## src/hdl/pci_pkg.sv

```systemverilog
`default_nettype none
// ----------------------------------------------------------------------------
// pci_pkg
// Shared widths, codes and saturation helpers of the perspective-correct
// attribute interpolator.
// ----------------------------------------------------------------------------
package pci_pkg;

    localparam int WIDE_W  = 128;
    localparam int SHORT_W = 17;

    localparam logic ACT_LOAD = 1'b0;
    localparam logic ACT_EVAL = 1'b1;

    localparam logic [1:0] NUM_VERTS = 2'd3;

    localparam logic [1:0] STAT_OK         = 2'd0;
    localparam logic [1:0] STAT_DEGEN      = 2'd1;
    localparam logic [1:0] STAT_ZERO_DEPTH = 2'd2;
    localparam logic [1:0] STAT_BAD_DEN    = 2'd3;

    typedef logic signed [WIDE_W-1:0]  wide_t;
    typedef logic signed [SHORT_W-1:0] short_t;
    typedef logic signed [63:0]        plane_t;

    function automatic plane_t sat64(input wide_t v);
        logic fits;
        fits = (&v[WIDE_W-1:63]) || !(|v[WIDE_W-1:63]);
        if (fits)
        begin
            return v[63:0];
        end
        return v[WIDE_W-1] ? {1'b1, 63'b0} : {1'b0, {63{1'b1}}};
    endfunction

    function automatic logic [31:0] sat32(input wide_t v);
        logic fits;
        fits = (&v[WIDE_W-1:31]) || !(|v[WIDE_W-1:31]);
        if (fits)
        begin
            return v[31:0];
        end
        return v[WIDE_W-1] ? {1'b1, 31'b0} : {1'b0, {31{1'b1}}};
    endfunction

endpackage
`default_nettype wire

```

## src/hdl/pci_div.sv

```systemverilog
`default_nettype none
// ----------------------------------------------------------------------------
// pci_div
// Radix-2 restoring signed divider, one quotient bit per cycle, quotient
// truncated toward zero.
// ----------------------------------------------------------------------------
module pci_div (
    input  wire                 clk,
    input  wire                 rst_n,
    input  wire                 start,
    input  pci_pkg::wide_t      num,
    input  pci_pkg::wide_t      den,
    output logic                done,
    output pci_pkg::wide_t      quotient
);
    import pci_pkg::*;

    localparam int CNT_W = $clog2(WIDE_W + 1);

    logic [WIDE_W:0]   rem_reg;
    logic [WIDE_W-1:0] quo_reg;
    logic [WIDE_W-1:0] den_reg;
    logic              neg_reg;
    logic [CNT_W-1:0]  cnt_reg;
    logic              busy_reg;
    logic              done_reg;
    logic [WIDE_W:0]   shifted;
    logic [WIDE_W+1:0] diff;
    logic              ge;
    logic              last;

    assign shifted  = {rem_reg[WIDE_W-1:0], quo_reg[WIDE_W-1]};
    assign diff     = {1'b0, shifted} - {2'b0, den_reg};
    assign ge       = !diff[WIDE_W+1];
    assign last     = cnt_reg == CNT_W'(WIDE_W - 1);
    assign done     = done_reg;
    assign quotient = neg_reg ? -$signed(quo_reg) : $signed(quo_reg);

    always_ff @(posedge clk or negedge rst_n)
    begin
        if (!rst_n)
        begin
            busy_reg <= 1'b0;
            done_reg <= 1'b0;
            cnt_reg  <= '0;
        end
        else
        begin
            done_reg <= 1'b0;
            if (start)
            begin
                busy_reg <= 1'b1;
                cnt_reg  <= '0;
            end
            else if (busy_reg)
            begin
                cnt_reg <= cnt_reg + 1'b1;
                if (last)
                begin
                    busy_reg <= 1'b0;
                    done_reg <= 1'b1;
                end
            end
        end
    end

    always_ff @(posedge clk)
    begin
        if (start)
        begin
            rem_reg <= '0;
            quo_reg <= num[WIDE_W-1] ? -num : num;
            den_reg <= den[WIDE_W-1] ? -den : den;
            neg_reg <= num[WIDE_W-1] ^ den[WIDE_W-1];
        end
        else if (busy_reg)
        begin
            rem_reg <= ge ? diff[WIDE_W:0] : shifted;
            quo_reg <= {quo_reg[WIDE_W-2:0], ge};
        end
    end

endmodule
`default_nettype wire
```

## config.mk

```make
export PLATFORM = sky130hd
export DESIGN_NAME = pci_div
export DESIGN_NICKNAME = d
export VERILOG_FILES = /design/src/hdl/pci_pkg.sv /design/src/hdl/pci_div.sv
export SDC_FILE = /design/constraint.sdc
export NUM_CORES = 1
export LEC_CHECK = 0
export BUFFER_PORTS_ARGS = -buffer_cell sky130_fd_sc_hd__clkbuf_2
export CAP_MARGIN = 25
export CORE_ASPECT_RATIO = 1.4
export CORE_UTILIZATION = 55
export DETAILED_ROUTE_END_ITERATION = 10
export MAX_ROUTING_LAYER = met4
export PLACE_DENSITY_LB_ADDON = 0.05
export SYNTH_ARGS = -nofsm -noshare
export SYNTH_HDL_FRONTEND = slang
export SYNTH_SLANG_ARGS = --single-unit
```

## constraint.sdc

```tcl
create_clock -name clk -period 5.4 [get_ports clk]
set_clock_uncertainty 0.05 [all_clocks]
set_input_delay 0.27 -clock clk [delete_from_list [all_inputs] [get_ports clk]]
set_output_delay 0.27 -clock clk [all_outputs]
set_load 0.02 [all_outputs]
```

==> summary.md <==
| Metric | Value |
|---|---|
| Count of endpoints failing hold in the final timing report | `0` |
| Proportion of layout cells with a drive suffix above 1 | `14.0%` |
| CP Launch Type | `flip-flop` |
| Filler instances | `5169` |
| Worst min path class | `primary input to flip-flop` |
| Clock transition time at the flip-flop clock pins of the worst setup and hold paths | `0.07 ns` |
| Total CTS buffers | `43` |
| Synth Flop Type | `edfxtp_1` |
| Critical Path Source | `quo_reg[57]` |
| Sequential group share of total power | `29.8%` |
| Clock latency of the later-clocked register in the worst-skew pair | `0.59 ns` |
| EDFF count, synth | `257` |
| Die area | `59300 um2` |
| Sinks on Clock Net | `395` |
| Post-Syn Area | `32100 um2` |
| Detailed-route wire length per cell | `20.3 um` |
| Vertical extent of the die | `288 um` |
| Flip-flop and latch area | `10500 um2` |
| # Max-Cap Violations | `0` |
| Final global-route overflow total | `0` |
| Total of buffers placed on input and output ports | `387` |
| # H-tree levels | `2` |
| Maximum clock path buffer count | `3` |
| Fin nets | `4715` |
| Start-to-end type of the worst setup path | `flip-flop to output port` |
| Final weighted congestion in routability-driven placement | `0.991` |
| Slowest stage cell, crit path | `or4_4` |
| Total leakage power | `15.0 nW` |
| Area occupied by multi-input gates | `20200 um2` |
| Crit path DAT | `4.98 ns` |
| Critical path depth | `14` |
| DP Wirelength | `79.2 mm` |
| Number of distinct library cell variants in the gate-level netlist after synthesis | `76` |
| Count of unresolved DRC violations after routing | `0` |
| Buffers and inverters on the worst path | `2` |
| Nets in the synthesized netlist | `4346` |
| Number of placement rows | `104` |
| Area added between synthesis and finish | `16.1%` |
| Final number of max-transition violations | `0` |
| Achievable clock frequency | `0.189 GHz` |
| Horizontal die dimension | `206 um` |
| Number of search-and-repair iterations in the first detailed-routing pass | `6` |
| 1st-iter DRT viols | `2576` |
| Post-route standard cell area excluding fillers | `37300 um2` |
| Remaining max-slew budget at the tightest pin | `30.5%` |
| FF+latch count, synth | `395` |
| Cell types with the largest area share after synthesis | `edfxtp_1 24%, xnor2_1 8.7%, dfxtp_1 8.0%` |
| Data required, critical path | `5.08 ns` |
| Wire length of the first global-routing pass | `158 mm` |
| Status | `completed` |
| TritonCTS clock tree | `built` |
| Transition at the pin with the smallest max-transition slack | `1.03 ns` |
| Logic pwr share | `48.4%` |
| Async S/R FF share, synth | `2.53%` |
| Clock network fraction of design power | `21.8%` |
| Share of synthesized area occupied by flip-flops and latches | `32.8%` |
| Cell family with most CP delay | `simple AND/OR/NAND/NOR gates` |
| Per-instance average area after synthesis | `8.12 um2` |
| Maximum vdd ir drop | `0.304 mV` |
| Post-layout min period | `5.30 ns` |
| Cells after Synth | `3954` |
| Cell area after placement | `34700 um2` |
| Share of the synthesized area in the top cell type | `24.1%` |
| Maximum number of pins on one net before global-route repair | `177` |
| PD cells | `398 nW/um2` |
| Post-Route WL | `103 mm` |
| R2R depth | `16` |
| Maximum single-stage delay on the critical path | `0.56 ns` |
| Critical path capture point type | `output port` |
| Reg2Reg Launch Point | `quo_reg[127]` |
| Remaining antenna violation count | `0` |
| Critical Path End | `quotient[125]` |
| Final setup fails | `0` |
| Switching power of the nets | `6.26 mW` |
| Number of ports placed on the die boundary | `388` |
| Vias in the first global route | `29.4k` |
| Vias per cell | `6.10` |
| Cell chosen for the clock root | `clkbuf_16` |
| Count of yosys warnings during synthesis | `0` |
| Initial standard-cell utilization of the core | `55.8%` |
| Final standard cell utilization of the core | `64.8%` |
| Setup slack of the most critical reg-to-reg path | `0.70 ns` |
| Tot GR Track Use | `34.9%` |
| Portion of the clock cycle consumed by the worst path in the final layout | `98.2%` |
| Sw Ratio | `42.2%` |
| Core Footprint | `57500 um2` |
| Reg2reg end | `rem_reg[82]` |
| Final setup TNS | `0 ns` |
| Via count | `31.2k` |
| Largest fanout of any net on the critical path | `8` |
| Internal | `8.57 mW` |
| Critical path, cell by cell | `or4_4 > or3_4 > or4_1 > or3_1 > nor2_2 > nand4_1 > buf_4 > or3_4 > nand2b_4 > or2_4 > nand2b_2 > o41ai_4 > xnor2_1 > buf_4` |
| Library cell with the largest summed area after synthesis | `edfxtp_1` |
| Number of antenna violations at the first check in global routing | `3` |
| Worst hold-check slack | `0.0192 ns` |
[layout make-up]
type                            instances  share of cell area [%]
Sequential cell                       395                    28.3
Inverter                              191                    1.93
Multi-Input combinational cell       3169                    54.3
Clock buffer                           55                    3.46
Tap cell                              742                    2.49
Clock inverter                         24                   0.705
Antenna cell                            4                  0.0269
Timing Repair Buffer                  523                    8.80
[kinds of logic (layout without fill, tap and decap cells)]
group | count (synthesis) | after routing | share of synthesized area [%]
compound gates | 1198 | 1198 | 23.3
xor+xnor | 493 | 493 | 13.5
fa+ha+maj | 133 | 133 | 5.21
buf+inv | 390 | 793 | 4.58
flops | 395 | 395 | 32.8
mux | 32 | 32 | 1.05
other cells | 0 | 4 | 0
simple gates | 1313 | 1313 | 19.6
[worst min-delay path by stage]
| stage | cells after the start | slack, ns | to | startpoint |
|---|---|---|---|---|
| 2_1_floorplan | 0 | -0.08 | busy_reg | rst_n |
| 3_3_place_gp | 1 | 0.1 | cnt_reg[7] | rst_n |
| 3_5_place_dp | 1 | 0.10 | cnt_reg[7] | rst_n |
| 4_1_cts | 2 | 0.0007 | den_reg[96] | den[96] |
| 5_1_grt | 2 | 0.02 | den_reg[37] | den[37] |
| 6_report | 2 | 0.02 | den_reg[32] | den[32] |
[timing repair]
item                       in CTS  in global routing
setup buffers                   3                  3
hold endpoints to repair       96                  0
setup endpoints to repair      21                 13
hold buffers                   86                  0
gates resized for setup        10                 18
pin swaps                       5                  2
[cells in the final DEF, fill, tap and decap left out, types with 70 or more instances in the layout]
master,n
ha_1,132
nand2_1,349
xor2_1,176
edfxtp_1,257
nor2_1,419
a21o_1,70
clkbuf_2,383
a21oi_1,414
nand4_1,82
or3_1,76
nor3_1,71
inv_1,189
o21ai_0,272
dfxtp_1,128
o31ai_1,115
xnor2_1,317
dlygate4sd3_1,86
[routing by layer]
layer  GRT usage (%)  wire length [um]  vias to the layer above
met5               -                 0                        -
met4            14.3              4210                        0
met3            3.84              5820                      244
met2            60.7             52000                     1045
met1            40.5             41400                    14700
li1                -                 -                    15100
[power groups by stage]
stage                     registers, mW  clock network [mW]  logic (mW)
after floorplan                    4.28                   0        5.16
after global placement             4.44                   0        6.98
after detailed placement           4.45                   0        7.00
after CTS                          4.40                3.28        7.09
after global routing               4.48                3.39        7.89
final                              4.41                3.23        7.18
[Yosys cell counts (all sizes together), types with 10 or more instances]
cell type  instances
nor4              43
a21o              70
nor2b             22
inv              190
o41ai             51
nand3             58
or2               37
o21a              20
nand2            349
dfrtp             10
xnor2            317
mux2              13
and2              12
mux2i             19
ha               132
clkbuf           183
o211ai            34
and3              13
buf               16
a21oi            414
o31ai            119
o21bai            44
edfxtp           257
o211a             19
nand4             82
xor2             176
a31oi             22
or4               55
o21ai            274
a211oi            63
nor3              73
or3               84
dfxtp            128
nand2b            38
nor2             423
[through the flow]
stage | power, mW | worst slack [ns] | cells
after CTS | 14.8 | 0.0250 | 5096
after global routing | 15.8 | -0.0343 | 5102
after detailed placement | 11.4 | 0.104 | 4928
final | 14.8 | 0.0967 | 5103
after global placement | 11.4 | 0.194 | 4928
after floorplan | 9.44 | 0.879 | 3954
(Power assumes the default switching activity.)
